===== config.mk =====
export PLATFORM = sky130hd
export DESIGN_NAME = bicolor_led_matrix_framebuffer_unit
export DESIGN_NICKNAME = d
export VERILOG_FILES = /design/src/rtl/blmf_pkg.sv /design/src/rtl/bicolor_led_matrix_framebuffer_unit.sv
export SDC_FILE = /design/constraint.sdc
export NUM_CORES = 1
export LEC_CHECK = 0
export BUFFER_PORTS_ARGS = -buffer_cell sky130_fd_sc_hd__clkbuf_2
export CORE_MARGIN = 1
export CORE_UTILIZATION = 30
export CTS_CLUSTER_DIAMETER = 40
export DETAILED_ROUTE_END_ITERATION = 8
export MAX_ROUTING_LAYER = met4
export SYNTH_ARGS = -nofsm -noshare
export SYNTH_HDL_FRONTEND = slang
export SYNTH_SLANG_ARGS = --single-unit

===== constraint.sdc =====
create_clock -name clock -period 2.7 [get_ports clock]
set_input_delay 0.135 -clock clock [delete_from_list [all_inputs] [get_ports clock]]
set_output_delay 0.135 -clock clock [all_outputs]
set_load 0.02 [all_outputs]

===== src/rtl/blmf_pkg.sv =====
// ----------------------------------------------------------------------------
// blmf_pkg: shared types and constants for the bicolor LED matrix frame buffer
// Command codes, CSR indexes, frame layout and the request/response beats.
// ----------------------------------------------------------------------------
`default_nettype none

package blmf_pkg;

   // command codes
   localparam logic [1:0] CMD_CLEAR = 2'd0;
   localparam logic [1:0] CMD_SET   = 2'd1;
   localparam logic [1:0] CMD_SEND  = 2'd2;

   // CSR indexes
   localparam logic CSR_ROTATION = 1'b0;
   localparam logic CSR_BAR      = 1'b1;
   localparam int   CSR_DATA_W   = 16;

   // matrix geometry
   localparam int         ROWS      = 8;
   localparam int         ROW_W     = 16;
   localparam logic [2:0] MAX_COORD = 3'd7;

   // frame layout: 'b', bar hi, bar lo, 'm', then 8 rows as hi/lo pairs
   localparam int         FRAME_LEN  = 20;
   localparam int         POS_W      = 5;
   localparam logic [4:0] POS_BAR_HI = 5'd1;
   localparam logic [4:0] POS_BAR_LO = 5'd2;
   localparam logic [4:0] POS_MARK   = 5'd3;
   localparam logic [4:0] POS_START  = 5'd0;
   localparam logic [4:0] POS_ROWS   = 5'd4;
   localparam logic [4:0] POS_LAST   = 5'(FRAME_LEN - 1);
   localparam logic [7:0] CHAR_B     = 8'h62;
   localparam logic [7:0] CHAR_M     = 8'h6D;

   // rotation quadrants
   localparam logic [1:0] ROT_0   = 2'd0;
   localparam logic [1:0] ROT_90  = 2'd1;
   localparam logic [1:0] ROT_180 = 2'd2;

   typedef struct packed {
      logic [1:0] command;
      logic [2:0] pixel_x;
      logic [2:0] pixel_y;
      logic [1:0] pixel_color;
   } req_type;

   typedef struct packed {
      logic [7:0] frame_byte;
      logic       last_byte;
   } rsp_type;

endpackage : blmf_pkg

`default_nettype wire


===== src/rtl/bicolor_led_matrix_framebuffer_unit.sv =====
// ----------------------------------------------------------------------------
// bicolor_led_matrix_framebuffer_unit: 8x8 red/green LED frame buffer
// Holds eight 16-bit pixel rows, writes pixels through a rotation and dumps
// the frame as a 20-beat byte burst.
// ----------------------------------------------------------------------------
// Usage:
//   Command channel: a beat is taken on a clock edge with start high and busy
//   low. Clear and set pixel act on the row registers at that very edge, so
//   they go at one beat per cycle while busy is low and produce no response.
//   Send frame raises busy while the byte counter walks the frame; one
//   response beat per cycle leaves through the output register, from the
//   cycle after busy rises: 'b', bar hi, bar lo, 'm', then row 0..7 as high
//   byte then low byte. rsp_strobe marks each beat; last_byte flags beat 20.
//   A new command is taken in the cycle that shows the last byte. Throughput
//   is set by the single byte counter: one frame byte per clock.
//   The receiver cannot stall: every strobed beat is final.
//   CSR writes (rotation, bar value) take effect on the write edge and are to
//   be issued only while busy is low and no response is pending.
//   Reset (synchronous, active high) clears the pixels, the CSRs, the counter
//   and busy; no response is in flight afterwards.
// ----------------------------------------------------------------------------
`default_nettype none

module bicolor_led_matrix_framebuffer_unit (
   input  wire                                  clock,
   input  wire                                  reset,
   // command channel
   input  wire                                  start,
   output logic                                 busy,
   input  blmf_pkg::req_type                    req_payload,
   // response channel
   output logic                                 rsp_strobe,
   output blmf_pkg::rsp_type                    rsp_payload,
   // CSR write port
   input  wire                                  csr_we,
   input  wire                                  csr_index,
   input  wire [blmf_pkg::CSR_DATA_W-1:0]       csr_wdata
);

   // ---------------------------------------------------------------- state
   logic [blmf_pkg::ROW_W-1:0] rows_ff [blmf_pkg::ROWS];
   logic [1:0]                 rot_ff;
   logic [15:0]                bar_ff;
   logic                       busy_ff;
   logic [blmf_pkg::POS_W-1:0] pos_ff;
   logic                       rsp_valid_ff;
   blmf_pkg::rsp_type          rsp_ff;

   // ---------------------------------------------------------------- decode
   logic accept;
   logic do_clear;
   logic do_set;
   logic do_send;
   logic send_last;

   assign accept    = start && !busy_ff;
   assign do_clear  = accept && (req_payload.command == blmf_pkg::CMD_CLEAR);
   assign do_set    = accept && (req_payload.command == blmf_pkg::CMD_SET);
   assign do_send   = accept && (req_payload.command == blmf_pkg::CMD_SEND);
   assign send_last = (pos_ff == blmf_pkg::POS_LAST);

   // ------------------------------------------------------ rotation mapping
   logic [2:0] map_col;
   logic [2:0] map_row;

   always_comb begin
      case (rot_ff)
         blmf_pkg::ROT_0: begin
            map_col = blmf_pkg::MAX_COORD - req_payload.pixel_y;
            map_row = req_payload.pixel_x;
         end
         blmf_pkg::ROT_90: begin
            map_col = blmf_pkg::MAX_COORD - req_payload.pixel_x;
            map_row = blmf_pkg::MAX_COORD - req_payload.pixel_y;
         end
         blmf_pkg::ROT_180: begin
            map_col = req_payload.pixel_y;
            map_row = blmf_pkg::MAX_COORD - req_payload.pixel_x;
         end
         default: begin
            // 270 deg is the identity
            map_col = req_payload.pixel_x;
            map_row = req_payload.pixel_y;
         end
      endcase
   end

   // ------------------------------------------------------------- row read
   // One read port: the send walk owns it while busy, pixel writes otherwise.
   logic [blmf_pkg::POS_W-1:0] row_offset;
   logic [2:0]                 rd_row;
   logic [blmf_pkg::ROW_W-1:0] rd_data;

   assign row_offset = pos_ff - blmf_pkg::POS_ROWS;
   assign rd_row     = busy_ff ? row_offset[3:1] : map_row;
   assign rd_data    = rows_ff[rd_row];

   // read-modify-write of the pixel's two bits
   logic [blmf_pkg::ROW_W-1:0] row_in;

   always_comb begin
      row_in = rd_data;
      for (int c = 0; c < 8; c++) begin
         if (map_col == 3'(c)) begin
            row_in[2*c +: 2] = req_payload.pixel_color;
         end
      end
   end

   // ------------------------------------------------------------ byte select
   logic [7:0] byte_in;

   always_comb begin
      case (pos_ff)
         blmf_pkg::POS_START:  byte_in = blmf_pkg::CHAR_B;
         blmf_pkg::POS_BAR_HI: byte_in = bar_ff[15:8];
         blmf_pkg::POS_BAR_LO: byte_in = bar_ff[7:0];
         blmf_pkg::POS_MARK:   byte_in = blmf_pkg::CHAR_M;
         default:              byte_in = row_offset[0] ? rd_data[7:0] : rd_data[15:8];
      endcase
   end

   // ------------------------------------------------------------ registers
   always_ff @(posedge clock) begin
      if (reset) begin
         for (int r = 0; r < blmf_pkg::ROWS; r++) begin
            rows_ff[r] <= '0;
         end
      end else if (do_clear) begin
         for (int r = 0; r < blmf_pkg::ROWS; r++) begin
            rows_ff[r] <= '0;
         end
      end else if (do_set) begin
         rows_ff[map_row] <= row_in;
      end
   end

   always_ff @(posedge clock) begin
      if (reset) begin
         rot_ff <= blmf_pkg::ROT_0;
         bar_ff <= '0;
      end else if (csr_we) begin
         if (csr_index == blmf_pkg::CSR_ROTATION) begin
            rot_ff <= csr_wdata[1:0];
         end else begin
            bar_ff <= csr_wdata;
         end
      end
   end

   // frame walk: busy spans the walk over all frame bytes
   always_ff @(posedge clock) begin
      if (reset) begin
         busy_ff      <= 1'b0;
         pos_ff       <= blmf_pkg::POS_START;
         rsp_valid_ff <= 1'b0;
      end else begin
         rsp_valid_ff <= busy_ff;
         if (do_send) begin
            busy_ff <= 1'b1;
            pos_ff  <= blmf_pkg::POS_START;
         end else if (busy_ff) begin
            if (send_last) begin
               busy_ff <= 1'b0;
               pos_ff  <= blmf_pkg::POS_START;
            end else begin
               pos_ff <= pos_ff + 1'b1;
            end
         end
      end
   end

   // response payload, no reset needed
   always_ff @(posedge clock) begin
      if (busy_ff) begin
         rsp_ff.frame_byte <= byte_in;
         rsp_ff.last_byte  <= send_last;
      end
   end

   assign busy        = busy_ff;
   assign rsp_strobe  = rsp_valid_ff;
   assign rsp_payload = rsp_ff;

   // ------------------------------------------------------------ assertions
`ifndef SYNTHESIS
   a_pos_range: assert property (@(posedge clock) disable iff (reset)
      busy_ff |-> (pos_ff <= blmf_pkg::POS_LAST))
      else $error("frame position beyond last byte");

   a_beat_from_walk: assert property (@(posedge clock) disable iff (reset)
      rsp_strobe |-> $past(busy_ff))
      else $error("response beat without frame walk");

   a_walk_end: assert property (@(posedge clock) disable iff (reset)
      (busy_ff && send_last) |=> (!busy_ff && rsp_strobe && rsp_payload.last_byte))
      else $error("frame walk did not end with the last byte");

   a_gap_after_last: assert property (@(posedge clock) disable iff (reset)
      (rsp_strobe && rsp_payload.last_byte) |=> !rsp_strobe)
      else $error("beat directly after the last byte");

   a_no_accept_busy: assert property (@(posedge clock) disable iff (reset)
      (busy_ff && !send_last) |=> busy_ff)
      else $error("walk ended early");
`endif

endmodule : bicolor_led_matrix_framebuffer_unit

`default_nettype wire


# [After elaboration in Yosys (flattened, before gate mapping)]
# Memories as Yosys holds them, arrays and structs flattened.
# Index checks and enable logic that the tools add are counted.
[word_totals] wordCells=86 ff_bits=34 input_bits=31 mem_count=1 ramBits=128 out_inout_bits=11
[mem_list] memory="rows_ff" words=8 word_bits=16 read_ports=1 rd_clocked_by_memory_dff=0 wr=8 line="bicolor_led_matrix_framebuffer_unit.sv:41" text="logic [blmf_pkg::ROW_W-1:0] rows_ff [blmf_pkg::ROWS];"
[op_classes] bitwise_logic=9 addsub=4 n_reduce_logical=13 mux=37 n_eq_ne=15
[ops] op="16-bit two-way mux" n=9
[ops] op="8-bit case mux with 4 select lines" n=1
[ops] op="3-bit case mux with 3 select lines" n=2
[ops] op="2-bit two-way mux" n=8
[ops] op="16-bit OR reduction" n=1
[ops] op="1-bit two-way mux" n=13
[ops] op="3-bit == test, second input constant" n=4
[ops] op="5-bit by 2-bit == test with 1-bit output, second input constant" n=2
[ops] op="8-bit two-way mux" n=1
[ops] op="1-bit OR" n=8
[ops] op="3-bit by 2-bit == test with 1-bit output, second input constant" n=2
[ops] op="3-bit two-way mux" n=2
[ops] op="3-bit subtractor, first input constant" n=2
[ops] op="5-bit by 1-bit adder with 5-bit output, second input constant" n=1
[ops] op="5-bit by 1-bit == test with 1-bit output, second input constant" n=1
[ops] op="5-bit == test, second input constant" n=1
[ops] op="5-bit zero test" n=1
[ops] op="5-bit two-way mux" n=1
[ops] op="2-bit by 1-bit == test with 1-bit output, second input constant" n=2
[ops] op="2-bit == test, second input constant" n=2
[ops] op="1-bit logical AND" n=4
[ops] op="2-bit zero test" n=2
[ops] op="2-bit AND reduction" n=2
[ops] op="4-bit by 3-bit subtractor with 4-bit output, second input constant" n=1
[ops] op="5 further kinds" n=5

# [Logic depth before layout (Yosys ltp)]
# Gate-level depths: netlist of the first run.
[logic_depth] ltp_word=9 ltp_mapped=10 ltp_nobuf=8

# [Least setup slack after synthesis of the first run]
# No wires, ideal clock.
[synth_path] kind="register -> register" from="register busy_ff, in the netlist busy" to="memory rows_ff[1][0] (netlist bit) (enable)" required_ps=2334 arrival_time_ps=2355 setup_ps=366 path_buffers=3 synth_period_minus_slack_ps=2721 path_stages_with_launch=9 slack_ps=-21 cell_sequence="dfxtp_1 clkbuf_1 nand2b_1 nor4b_1 and2_1 clkbuf_1 nand2_1 clkbuf_1 nand2_1"
[synth_lines] item="from (decl)" line="bicolor_led_matrix_framebuffer_unit.sv:44" text="logic busy_ff;"
[synth_lines] item="from (signal assigned)" line="bicolor_led_matrix_framebuffer_unit.sv:154" text="busy_ff <= 1'b0;"
[synth_lines] item="from (signal assigned)" line="bicolor_led_matrix_framebuffer_unit.sv:160" text="busy_ff <= 1'b1;"
[synth_lines] item="from (signal assigned)" line="bicolor_led_matrix_framebuffer_unit.sv:164" text="busy_ff <= 1'b0;"
[synth_lines] item="to (decl)" line="bicolor_led_matrix_framebuffer_unit.sv:41"

==> results by stage, run 1 <==
GRT:
- The initial antenna violation count was 0.
- Entering global routing, the biggest net connects 34 pins.
- The most used routing layer is met2.
- The global-route met2 utilization is 0.291.
- For this run, the total global-route usage over all layers was measured as 0.191.
- In the global route stage, met3 resource usage came out at 0.0347.
- For this run, global-route usage on met1 was measured as 0.257.
- The remaining global-route overflow is 0.
- The first global-routing pass estimated 36.6 mm of wire.
- The number of global-route vias before repair is 6178.

STA:
- The worst hold margin is 0.0423 ns.
- Dividing the final minimum period by the clock period gives 0.940.
- The max-slew headroom at the worst pin is 0.367.
- The final hold violation count is 0.
- At the pin with the least slew margin, the transition time is 0.943 ns.
- The highest clock frequency the design can meet is 394 MHz.
- Setup repair after global routing could not meet its margin everywhere.
- Setup violations remaining at the end of the flow were counted as 0.
- The final max-slew violation count is 0.
- Subtracting the final worst setup slack from the clock period gives 2.54 ns.
- The maximum clock skew at final layout is 0.0107 ns.

Finish:
- The filler cell count is 2622.
- The area growth from synthesis to layout is 23.4%.
- The number of antenna diodes in the final layout is 0.
- In the final layout, the share of cells above drive strength 1 is 0.193.
- The count of cells in the finished layout, fillers not included, comes to 1184.
- The final layout net count is 873.

Yosys:
- The dominant combinational cell family by area after synthesis is compound AO/OA/AOI/OAI gates.
- Measured against the total synthesized area, the mux share comes to 0.0139.
- The total number of yosys warnings is 0.
- The net count of the mapped netlist is 789.
- The average cell area after synthesis is 10.5 sq um.
- The synthesized netlist occupies a cell area of 7930 sq um.
- For this run, the register share of the synthesized area comes to 0.582.
- Ranked by total cell area, the synthesized netlist is headed by sky130_fd_sc_hd__edfxtp_1, sky130_fd_sc_hd__nor2_1, sky130_fd_sc_hd__dfxtp_1.
- The flip-flop cell with the highest count after synthesis is sky130_fd_sc_hd__edfxtp_1.
- The most frequent cell after synthesis is sky130_fd_sc_hd__nor2_1.
- The fraction of synthesis flops using an asynchronous set or reset pin is 0.
- The cell type contributing the most total cell area after synthesis is sky130_fd_sc_hd__edfxtp_1.
- Of the total synthesized cell area, the portion taken by XOR and XNOR cells is 0.00331.
- The number of different library cells used by synthesis comes to 48.
- The compound-cell area share of the yosys netlist is 0.195.
- After synthesis the netlist holds a flip-flop and latch count of 162.
- The share of Yosys cell area claimed by the top area cell type is 0.519.
- The count of mapped cells out of synthesis is 752.
- Of the total synthesized cell area, the portion taken by AND, OR, NAND and NOR gates is 0.164.
- By count the netlist is led by sky130_fd_sc_hd__nor2_1, sky130_fd_sc_hd__edfxtp_1, sky130_fd_sc_hd__nand2_1.
- The count of flip-flops with a built-in enable after synthesis is 137.
- Of the total synthesized cell area, the portion taken by full adders, half adders and majority gates is 0.00947.

Die:
- The core region area is 26000 sq um.
- The floorplan step defined a die boundary enclosing 27100 sq um.
- Row generation in the floorplan step produced 59 rows.
- The width of the chip is 165 um.
- Pin placement for this block handled 42 I/O pins.
- The initial utilization of the core area, before any placement, comes to 0.305.
- The die span in y is 165 um.

Pwr:
- The worst-case vdd ir drop is 0.000444 V.
- The reported leakage power is 3.58 nW.
- The ratio of total power to cell area is 660 nW/um^2.
- Power comes to 6.45 mW.

CTS:
- Counting every sink on the clock net gives 162.
- The number of H-tree levels is 4.
- The clock tree from TritonCTS is built.
- The library cell used as clock root buffer is sky130_fd_sc_hd__clkbuf_16.
- Clock-pin slew was measured on the worst setup and hold paths at 0.07 ns.
- The clock latency reported for the late side of the worst-skew pair is 0.44 ns.
- The buffers inserted during post-CTS setup optimization is 0.
- The total CTS buffers is 17.
- The clock tree buffer depth is 2.

Critical path:
- STA puts the critical path data arrival time at 2.83 ns.
- The critical path capture point type is a flip-flop.
- The critical path in this run is classified as flip-flop to flip-flop.
- STA classifies the critical path startpoint as a flip-flop.
- Of all nets on the critical path, the largest fanout is 20.
- For the worst setup path, the data required time is 2.99 ns.

Run status:
- The checks that failed: design-rule violations.
- The run finished, with violations left.

Route:
- The routed layout has 6429 vias.
- For this block, the initial DRC count from the detailed router was 627.
- In the routed design, unresolved DRC markers number 2.
- Wires add up to 24.5 mm.
- For this run, the detailed router's first-pass iteration total came to 8.
- In this run the remaining antenna-violating nets after routing total 0.
- The average wire per cell in the routed design is 20.7 um.
- The per-cell via count in the routed design is 5.43.

Place:
- Buffers placed on the I/O ports in this run total 41.
- The placed wire-length estimate is 15.1 mm.
- Routability-driven placement finished with a final weighted congestion of 0.837.
- The number of instances in the placed design is 1136.

Hold path:
- The worst min-delay path class is input port to flip-flop.

Flow run:
- The tool flagged a number of max-cap violations equal to 0.
per-layer routing:
layer | up-vias | part of all wire
met1 | 3205 | 0.43
met5 | - | 0
met2 | 241 | 0.48
met3 | 46 | 0.071
li1 | 2937 | -
met4 | 0 | 0.022
area by class of cell:
| class | instances | area, sq um | area share |
|---|---|---|---|
| clock buffers | 20 | 479 | 0.0490 |
| clock inverters | 12 | 86.3 | 0.00883 |
| well taps | 335 | 419 | 0.0429 |
| flip-flops and latches | 162 | 4620 | 0.472 |
| multi-input cells | 528 | 3140 | 0.321 |
| inverters | 8 | 30.0 | 0.00307 |
| repair buffers | 119 | 1010 | 0.103 |
logic make-up after synthesis:
logic type	Yosys count
fa+ha+maj	6
buf+inv	62
flops	162
simple gates	307
compound gates	201
mux	11
xor+xnor	3
power breakdown:
part	internal, mW	total [mW]	switching (mW)
Sequential	2.83	2.86	0.0357
Clock	1.30	2.37	1.07
Combinational	0.444	1.21	0.770
Total	4.57	6.45	1.88
placed cells by master (no fill, tap or decap), drive strengths merged, types with 2 or more instances in the layout:
| master | instances |
|---|---|
| clkinv | 4 |
| o21ai | 36 |
| nand2 | 107 |
| and3 | 17 |
| a22oi | 2 |
| inv | 16 |
| clkbuf | 61 |
| a21oi | 23 |
| or2 | 3 |
| nor2b | 7 |
| a32oi | 40 |
| nor3 | 5 |
| nand3 | 10 |
| edfxtp | 137 |
| dlygate4sd3 | 16 |
| a21boi | 35 |
| a221o | 4 |
| a22o | 2 |
| xnor2 | 2 |
| nor2 | 143 |
| ha | 6 |
| mux2i | 11 |
| and2 | 3 |
| nand2b | 6 |
| a31oi | 18 |
| buf | 62 |
| o32a | 3 |
| o31ai | 32 |
| dfxtp | 25 |
flip-flops by register name, summed over array words and instances, names as in the netlist:
signal and count:
pos_ff 5, rot_ff 2, rsp_payload 9, busy 1, rows_ff 128, rsp_strobe 1
bar_ff 16
timing repair:
item,4_1_cts,5_1_grt
hold endpoints to repair,17,0
hold buffers,16,0
setup endpoints to repair,0,55
resized for setup,0,15
final timing paths:
kind / from / to / slack (ns) / cells past startpoint
min reg2reg: bar_ff[0]$_SDFFE_PP0P_ / bar_ff[0]$_SDFFE_PP0P_ / 0.46 / 2
max reg2reg: rot_ff[0]$_SDFFE_PP0P_ / rows_ff[5][6]$_SDFFCE_PN0P_ / 0.16 / 9
min: csr_we / rot_ff[1]$_SDFFE_PP0P_ / 0.04 / 3
max: rot_ff[0]$_SDFFE_PP0P_ / rows_ff[5][6]$_SDFFCE_PN0P_ / 0.16 / 9
worst max-delay path, stage by stage, from the launching register on:
cell and delay, ns:
sky130_fd_sc_hd__dfxtp_1 0.32, sky130_fd_sc_hd__or2_1 0.28, sky130_fd_sc_hd__and3_2 0.26, sky130_fd_sc_hd__nor3_4 0.27, sky130_fd_sc_hd__buf_12 0.20, sky130_fd_sc_hd__buf_4 0.21
sky130_fd_sc_hd__nand2_1 0.07, sky130_fd_sc_hd__a32oi_1 0.42, sky130_fd_sc_hd__a31oi_4 0.22, sky130_fd_sc_hd__nor2_1 0.13
through the flow:
step | setup WS (ns) | util | area [sq um] | TNS, ns
after floorplan | 0.170 | - | 7930 | 0
after global placement | 0.106 | 0.345 | 8970 | 0
after detailed placement | 0.0742 | 0.345 | 8970 | 0
after CTS | 0.0590 | 0.373 | 9700 | 0
after global routing | -0.0135 | 0.376 | 9780 | -0.0489
final | 0.162 | 0.376 | 9780 | 0
No activity file was read; power rests on OpenSTA's default activity.
==> inputs of run 2 (changes only) <==
--- a/config.mk
+++ b/config.mk
@@ -5,12 +5,14 @@
 export SDC_FILE = /design/constraint.sdc
 export NUM_CORES = 1
 export LEC_CHECK = 0
+export ABC_AREA = 1
 export BUFFER_PORTS_ARGS = -buffer_cell sky130_fd_sc_hd__clkbuf_2
 export CORE_MARGIN = 1
 export CORE_UTILIZATION = 30
 export CTS_CLUSTER_DIAMETER = 40
 export DETAILED_ROUTE_END_ITERATION = 8
 export MAX_ROUTING_LAYER = met4
+export SLEW_MARGIN = 15
 export SYNTH_ARGS = -nofsm -noshare
 export SYNTH_HDL_FRONTEND = slang
 export SYNTH_SLANG_ARGS = --single-unit
==> run 2 against run 1 <==
Effect of this change: the run now ends clean; clock skew rose by 0.0022 ns; largest cell class unchanged; power increased by 3.7%; non-clock buffer count shrank 18; critical path depth increased by 2; die area is 7.0% higher; utilization shrank 1.3 points; worst hold slack worse by 0.023 ns; sequential power barely moved.
==> results by stage, run 2 <==
STA:
- The final hold violation count is 0 (unchanged).
- The final max-slew violation count is 0 (unchanged).
- The setup TNS after final layout is 0 ns (unchanged).
- The maximum clock skew at final layout is 0.0128 ns (+0.00216 ns).
- The actual transition at the worst max-transition pin is 0.543 ns (-0.400 ns).
- The max-slew headroom at the worst pin came to 0.638 (+0.271).
- Setup repair after global routing left no endpoint under its margin.
- The minimum period implied by the final worst setup slack is 2.50 ns (-0.0359 ns).
- The highest clock frequency the design can meet is 400 MHz (+1.4%).
- The setup-violating endpoint count in the final report is 0 (unchanged).
- The share of the clock period used by the worst path after layout was 0.927 (-0.0133).

Critical path:
- The critical path launch point type is a flip-flop.
- The critical path is of the flip-flop to flip-flop type.
- Traced cell by cell, the critical path runs through nand2_1 -> o21ai_2 -> xor2_2 -> o21ai_4 -> buf_4 -> inv_4 -> nand3_1 -> nand2_1 -> nand2_1 -> nand3_1 -> nand2_1.
- The data arrival time of the worst path is 2.69 ns (-0.14 ns).
- The slowest stage of the critical path belongs to the cell sky130_fd_sc_hd__dfxtp_1.
- The count of buffering cells on the critical path with inverters included is 2 (unchanged).
- The longest individual stage delay on the worst path is 0.54 ns (+0.12 ns).
- The top fanout value on the critical path is 17 (-15%).
- The required arrival time at the worst endpoint is 2.88 ns (-0.11 ns).
- The kind of cell with the highest combined delay along the critical path is simple AND/OR/NAND/NOR gates.
- STA classifies the critical path endpoint as a flip-flop.
- By instance count, the cell type seen most on the critical path is sky130_fd_sc_hd__nand2_1.

CTS:
- The clock latency reported for the late side of the worst-skew pair is 0.44 ns (about the same).
- The number of sinks handled by clock tree synthesis is 162 (unchanged).
- The number of H-tree levels is 4 (unchanged).
- The clock tree buffer depth is 2 (unchanged).
- The total CTS buffers was 17 (unchanged).
- The clock transition at the registers of the reported paths is 0.07 ns (about the same).
- In this run the clock root is driven by a sky130_fd_sc_hd__clkbuf_16.
- The clock tree from TritonCTS is built.
- The number of instances resized during post-cts repair is 0 (unchanged).

Finish:
- The total area of multi-input combinational cells was 3110 sq um (-1.1%).
- The most common cell after layout, fill and taps aside is sky130_fd_sc_hd__nand2_1.
- The top register by number of flip-flops is rows_ff.
- The filler cell count is 2864 (+9.2%).
- The library cells used most frequently in the layout, excluding fill and tap cells, are sky130_fd_sc_hd__nand2_1, sky130_fd_sc_hd__nand3_1, sky130_fd_sc_hd__edfxtp_1, sky130_fd_sc_hd__a21oi_1, sky130_fd_sc_hd__inv_1.
- The final cell utilization of the core came to 0.363 (-0.0132).
- The fraction of layout instances using a drive strength above 1 was 0.151 (-0.0417).
- Relative to the synthesized area, the layout overhead comes to 18.9%.
- The flip-flop count of the largest register, all copies and words added is 128 (unchanged).
- The total area of sequential cells was 4610 sq um (about the same).
- The non-filler instance count after layout is 1421 (+20%).
- The final layout net count came to 1067 (+22%).
- The post-route cell area is 10100 sq um (+3.2%).
- The count of inserted antenna diode cells came to 0 (unchanged).

Die:
- The core region area is 27800 sq um (+6.9%).
- The full die area is 29000 sq um (+7.0%).
- The site row count is 61 (+3.4%).
- The number of ports placed on the die boundary is 42 (unchanged).
- The starting utilization of the core area is 0.306 (+0.000494).
- The width of the chip is 170 um (+3.4%).
- The die span in y is 170 um (+3.4%).

Yosys:
- The synthesized area came to 8490 sq um (+7.1%).
- Of all cell types, the one taking the most synthesized area is sky130_fd_sc_hd__edfxtp_1.
- The register bit count reported by yosys is 162 (unchanged).
- The average cell area after synthesis is 8.89 sq um (-16%).
- Yosys instantiated no cell more often than sky130_fd_sc_hd__nand2_1.
- The net count of the mapped netlist is 992 (+26%).
- The share of Yosys cell area claimed by the top area cell type came to 0.485 (-0.0344).
- The fraction of synthesis flops using an asynchronous set or reset pin was 0 (unchanged).
- The fraction of the yosys area taken by sequential cells was 0.544 (-0.0385).
- Counting instances in the post-synthesis netlist gives the leading cell types as sky130_fd_sc_hd__nand2_1, sky130_fd_sc_hd__nand3_1, sky130_fd_sc_hd__edfxtp_1.
- The count of flip-flops with a built-in enable after synthesis is 137 (unchanged).
- The count of mapped cells out of synthesis is 955 (+27%).
- By area the synthesized netlist is led by sky130_fd_sc_hd__edfxtp_1, sky130_fd_sc_hd__nand3_1, sky130_fd_sc_hd__a21oi_1.
- The flip-flop cell with the highest count after synthesis is sky130_fd_sc_hd__edfxtp_1.
- The total number of yosys warnings is 0 (unchanged).
- The count of different cell masters after synthesis is 35 (-27%).

Place:
- The number of port buffers came to 41 (unchanged).
- The number of instances in the placed design came to 1373 (+21%).
- The placed wire-length estimate came to 15.6 mm (+3.5%).
- The post-detailed-placement cell area came to 9360 sq um (+4.3%).
- The final RePlAce weighted congestion was 0.859 (+2.7%).

GRT:
- The number of global-route vias before repair came to 6694 (+8.4%).
- The remaining global-route overflow is 0 (unchanged).
- The pin count of the biggest net entering global routing is 58 (+71%).
- The global router's overall resource usage is 0.184 (-0.00696).
- The initial antenna violation count is 0 (unchanged).
- The first-pass GRT wire length is 38.6 mm (+5.3%).

Route:
- The remaining antenna violation count after routing is 0 (unchanged).
- The first-pass iteration count of the detailed router came to 5 (-3).
- The count of vias placed by the detailed router is 7115 (+11%).
- The number of DRC violations after detailed routing came to 0 (-2).
- The per-cell via count in the routed design was 5.01 (-7.8%).
- The initial detailed-routing violation count is 667 (+6.4%).
- The detailed-route wire length is 25.1 mm (+2.3%).
- The average wire per cell in the routed design is 17.6 um (-15%).

Pwr:
- The ratio of total power to cell area came to 663 nW/um^2 (+0.54%).
- The worst-case vdd ir drop is 0.000433 V (-2.5%).
- The reported leakage power is 4.27 nW (+19%).

Hold path:
- The path class of the tightest hold or removal check is input port to flip-flop.

Flow run:
- The reported max-cap violation count is 0 (unchanged).

Run status:
- The run finished with clean final reports.
-- run 2: changes by cell type in the layout (fill, tap and decap cells not counted), sizes merged, moves of 18 or more --
cell / before / now
a32oi: 40 / 0
a21boi: 35 / 1
a21oi: 23 / 136
nand3: 10 / 171
nand2: 107 / 176
nor2: 143 / 47
o31ai: 32 / 0
nand3b: 1 / 24
inv: 16 / 148
buf: 62 / 44
-- run 2: report_power, final --
group          switching, mW  total [mW]  internal [mW]
Sequential            0.0415        2.88           2.84
Clock                   1.11        2.41           1.30
Combinational          0.996        1.41          0.410
-- run 2: per-stage QoR --
step | total power, mW | hold slack, ns | setup slack (ns)
floorplan | 3.83 | 0.204 | 0.342
finish | 6.69 | 0.0193 | 0.198
detailed placement | 4.30 | 0.347 | 0.233
global placement | 4.29 | 0.346 | 0.271
CTS | 6.71 | 0.0128 | 0.191
global route | 6.95 | 0.0367 | 0.0624
-- run 2: logic make-up after synthesis --
group	share of synthesized area
buffers and inverters	0.0911
XOR/XNOR	0.00899
AND/OR/NAND/NOR	0.240
adder cells (fa/ha/maj)	0.00884
flip-flops	0.544
AO/OA/AOI/OAI	0.107
-- run 2: layer usage --
layer	GRT usage	vias to the layer above	routed length [um]
li1	-	3383	-
met4	0.0638	0	548
met5	-	-	0
met2	0.281	263	11500
met1	0.246	3423	11200
met3	0.0321	46	1820
-- run 2: worst paths after layout --
| check | endpoint | cells after the start | from | slack, ns |
|---|---|---|---|---|
| setup / recovery | rsp_payload[7]$_DFFE_PP_ | 11 | rot_ff[0]$_SDFFE_PP0P_ | 0.20 |
| hold / removal | bar_ff[6]$_SDFFE_PP0P_ | 3 | csr_wdata[6] | 0.02 |
| setup reg to reg | rsp_payload[7]$_DFFE_PP_ | 11 | rot_ff[0]$_SDFFE_PP0P_ | 0.20 |
| hold reg to reg | bar_ff[10]$_SDFFE_PP0P_ | 2 | bar_ff[10]$_SDFFE_PP0P_ | 0.48 |
-- run 2: area by class of cell --
class                      instances  area share
clock buffer                      17      0.0422
inverter                         143      0.0537
tap                              378      0.0469
multi-input combinational        605       0.308
sequential                       162       0.457
timing repair buffer             101      0.0776
clock inverter                    15      0.0146
-- run 2: what timing repair did --
action,in CTS,in global routing
setup buffers,0,0
endpoints found under the hold margin,16,0
hold buffers,16,0
-- run 2: worst reg2reg max path: cells and delay by family, from the launching register on --
family / cells / cell delay [ns]
compound gates: 2 / 0.17
xor+xnor: 1 / 0.35
flops: 1 / 0.54
buf+inv: 2 / 0.47
simple gates: 6 / 0.73
==> inputs of run 3 (changes only) <==
--- a/config.mk
+++ b/config.mk
@@ -12,6 +12,7 @@
 export CTS_CLUSTER_DIAMETER = 40
 export DETAILED_ROUTE_END_ITERATION = 8
 export MAX_ROUTING_LAYER = met4
+export RECOVER_POWER = 25
 export SLEW_MARGIN = 15
 export SYNTH_ARGS = -nofsm -noshare
 export SYNTH_HDL_FRONTEND = slang
==> run 3 against run 2 <==
Effect of this change: combinational power barely moved; global-route usage did not move; first-iteration DRC count fell by 1.3%; maximum frequency fell by 0.89%; critical endpoint is now rsp_payload[8]$_DFFE_PP_.
==> results by stage, run 3 (same netlist as run 2, synthesis figures left out) <==
Hold path:
- The worst min-delay path class is input port to flip-flop.
- The hold path startpoint is csr_wdata[6].

Pwr:
- The reported leakage power came to 4.20 nW (-1.5%).
- The ratio of total power to cell area is 665 nW/um^2 (+0.34%).
- The worst-case vdd ir drop is 0.000434 V (+0.23%).
- The overall power after layout is 6.69 mW (about the same).

Finish:
- The flip-flop count of the largest register, all copies and words added is 128 (unchanged).
- The most common cell after layout, fill and taps aside is sky130_fd_sc_hd__nand2_1.
- The final layout net count is 1067 (unchanged).
- The top register by number of flip-flops is rows_ff.
- Leaving out fill and tap cells, the most frequent cells in the layout are sky130_fd_sc_hd__nand2_1, sky130_fd_sc_hd__nand3_1, sky130_fd_sc_hd__edfxtp_1, sky130_fd_sc_hd__a21oi_1, sky130_fd_sc_hd__inv_1.
- The area growth from synthesis to layout is 18.4%.
- The fraction of layout instances using a drive strength above 1 is 0.133 (-0.0182).
- The non-filler instance count after layout is 1421 (unchanged).
- The count of inserted antenna diode cells was 0 (unchanged).

GRT:
- The initial antenna violation count is 0 (unchanged).
- The pin count of the biggest net entering global routing was 58 (unchanged).
- The number of global-route vias before repair is 6694 (unchanged).
- The global router's overall resource usage is 0.184 (unchanged).
- The remaining global-route overflow is 0 (unchanged).
- The first-pass GRT wire length is 38.6 mm (unchanged).

CTS:
- The clock tree buffer depth is 2 (unchanged).
- The number of instances resized during post-cts repair is 0 (unchanged).
- The clock latency reported for the late side of the worst-skew pair came to 0.44 ns (about the same).
- Clock tree synthesis selected as its root buffer the cell sky130_fd_sc_hd__clkbuf_16.
- The number of H-tree levels is 4 (unchanged).
- The clock transition at the registers of the reported paths is 0.07 ns (about the same).
- TritonCTS built the clock tree.
- The number of sinks handled by clock tree synthesis came to 162 (unchanged).
- The total CTS buffers was 17 (unchanged).
- The buffers inserted during post-CTS setup optimization came to 0 (unchanged).

Critical path:
- The data arrival time of the worst path is 2.71 ns (+0.02 ns).
- On the critical path, the stage with the largest delay is an instance of sky130_fd_sc_hd__dfxtp_1.
- The launch point of the worst reg-to-reg path is rot_ff[0]$_SDFFE_PP0P_.
- The count of buffering cells on the critical path with inverters included is 2 (unchanged).
- The critical path capture point type is a flip-flop.
- Counting stages on the worst path, the most repeated cell is sky130_fd_sc_hd__nand2_1.
- The top fanout value on the critical path was 17 (unchanged).
- The type of the worst setup path is flip-flop to flip-flop.
- The critical path launch point type is a flip-flop.
- Among cell families on the critical path, the largest total delay comes from simple AND/OR/NAND/NOR gates.
- The critical path goes through nand2_1 -> o21ai_2 -> xor2_2 -> o21ai_4 -> buf_4 -> inv_4 -> nand3_1 -> nand2_1 -> nand2_1 -> nand3_1 -> nand2_1.
- The critical path starts at rot_ff[0]$_SDFFE_PP0P_.
- The longest individual stage delay on the worst path is 0.54 ns (about the same).
- The required arrival time at the worst endpoint was 2.88 ns (about the same).

STA:
- The maximum clock skew at final layout is 0.0129 ns (+0.0000739 ns).
- The final hold violation count is 0 (unchanged).
- The max-slew headroom at the worst pin was 0.501 (-0.137).
- The final max-slew violation count is 0 (unchanged).
- The setup-violating endpoint count in the final report came to 0 (unchanged).
- Setup repair after global routing left no endpoint under its margin.
- The minimum period implied by the final worst setup slack is 2.52 ns (+0.0225 ns).
- The actual transition at the worst max-transition pin is 0.749 ns (+0.206 ns).
- The setup TNS after final layout is 0 ns (unchanged).
- The highest clock frequency the design can meet is 396 MHz (-0.89%).
- The share of the clock period used by the worst path after layout came to 0.935 (+0.00832).

Route:
- The initial detailed-routing violation count was 658 (-1.3%).
- The remaining antenna violation count after routing came to 0 (unchanged).
- The count of vias placed by the detailed router is 7124 (+0.13%).
- The number of DRC violations after detailed routing was 0 (unchanged).
- The met1 wire length came to 11.1 mm (-0.50%).
- The first-pass iteration count of the detailed router came to 5 (unchanged).
- Routed signal wires occupy layers up through met4.
- The detailed-route wire length was 25.1 mm (+0.10%).
- The average wire per cell in the routed design is 17.7 um (+0.10%).
- The detailed route wirelength on metal3 was 1.85 mm (+1.9%).
- The per-cell via count in the routed design is 5.01 (+0.13%).
- The amount of wire on met2 after detailed routing is 11.6 mm (+1.2%).

Place:
- The number of port buffers is 41 (unchanged).
- The number of instances in the placed design is 1373 (unchanged).
- The final RePlAce weighted congestion is 0.859 (unchanged).
- The placed wire-length estimate came to 15.6 mm (unchanged).

Die:
- The width of the chip was 170 um (unchanged).
- The number of ports placed on the die boundary is 42 (unchanged).
- The die span in y came to 170 um (unchanged).
- The full die area is 29000 sq um (unchanged).
- The starting utilization of the core area is 0.306 (unchanged).
- The site row count is 61 (unchanged).
- The core region area is 27800 sq um (unchanged).

Flow run:
- The reported max-cap violation count came to 0 (unchanged).

Run status:
- The run finished with clean final reports.
[run 3: final cells by class]
class | count | area [sq um]
clock buffer | 17 | 425
clock inverter | 15 | 148
fill | 2882 | 17700
inverter | 143 | 542
multi-input combinational | 605 | 3110
sequential | 162 | 4610
tap | 378 | 473
timing repair buffer | 101 | 739
[run 3: final timing paths]
path	slack, ns	cells past startpoint	end
worst min register to register	0.48	2	bar_ff[10]$_SDFFE_PP0P_
worst max register to register	0.18	11	rsp_payload[8]$_DFFE_PP_
worst max-delay path	0.18	11	rsp_payload[8]$_DFFE_PP_
worst min-delay path	0.02	3	bar_ff[6]$_SDFFE_PP0P_
[run 3: through the flow]
stage	setup slack (ns)	cell area, sq um	hold slack [ns]	util
6_report	0.175	10000	0.0213	0.362
5_1_grt	0.0472	10000	0.0367	0.362
4_1_cts	0.191	10100	0.0128	0.363
3_5_place_dp	0.233	9360	0.347	0.337
3_3_place_gp	0.271	9360	0.346	0.337
2_1_floorplan	0.342	8490	0.204	-
[run 3: worst register-to-register path: stages, from the launching register on]
cell and delay, ns:
sky130_fd_sc_hd__dfxtp_1 0.54, sky130_fd_sc_hd__nand2_1 0.11, sky130_fd_sc_hd__o21ai_2 0.11, sky130_fd_sc_hd__xor2_2 0.35, sky130_fd_sc_hd__o21ai_4 0.06, sky130_fd_sc_hd__buf_4 0.25
sky130_fd_sc_hd__inv_4 0.25, sky130_fd_sc_hd__nand3_1 0.19, sky130_fd_sc_hd__nand2_1 0.14, sky130_fd_sc_hd__nand2_1 0.06, sky130_fd_sc_hd__nand3_1 0.15, sky130_fd_sc_hd__nand2_1 0.07
[run 3: routing by layer]
metal | vias to the layer above | global-route usage
li1 | 3384 | -
met1 | 3410 | 0.246
met2 | 293 | 0.281
met3 | 37 | 0.0321
met4 | 0 | 0.0638
met5 | - | -
[run 3: timing repair]
action,4_1_cts,5_1_grt
endpoints found under the hold margin,16,0
hold buffers,16,0
endpoints found under the setup margin,0,0
[run 3: power breakdown]
group / switching (mW) / internal [mW] / total [mW] / leakage [nW]
combinational: 0.997 / 0.402 / 1.40 / 2.30
clock: 1.11 / 1.30 / 2.41 / 0.273
sequential: 0.0414 / 2.84 / 2.88 / 1.63
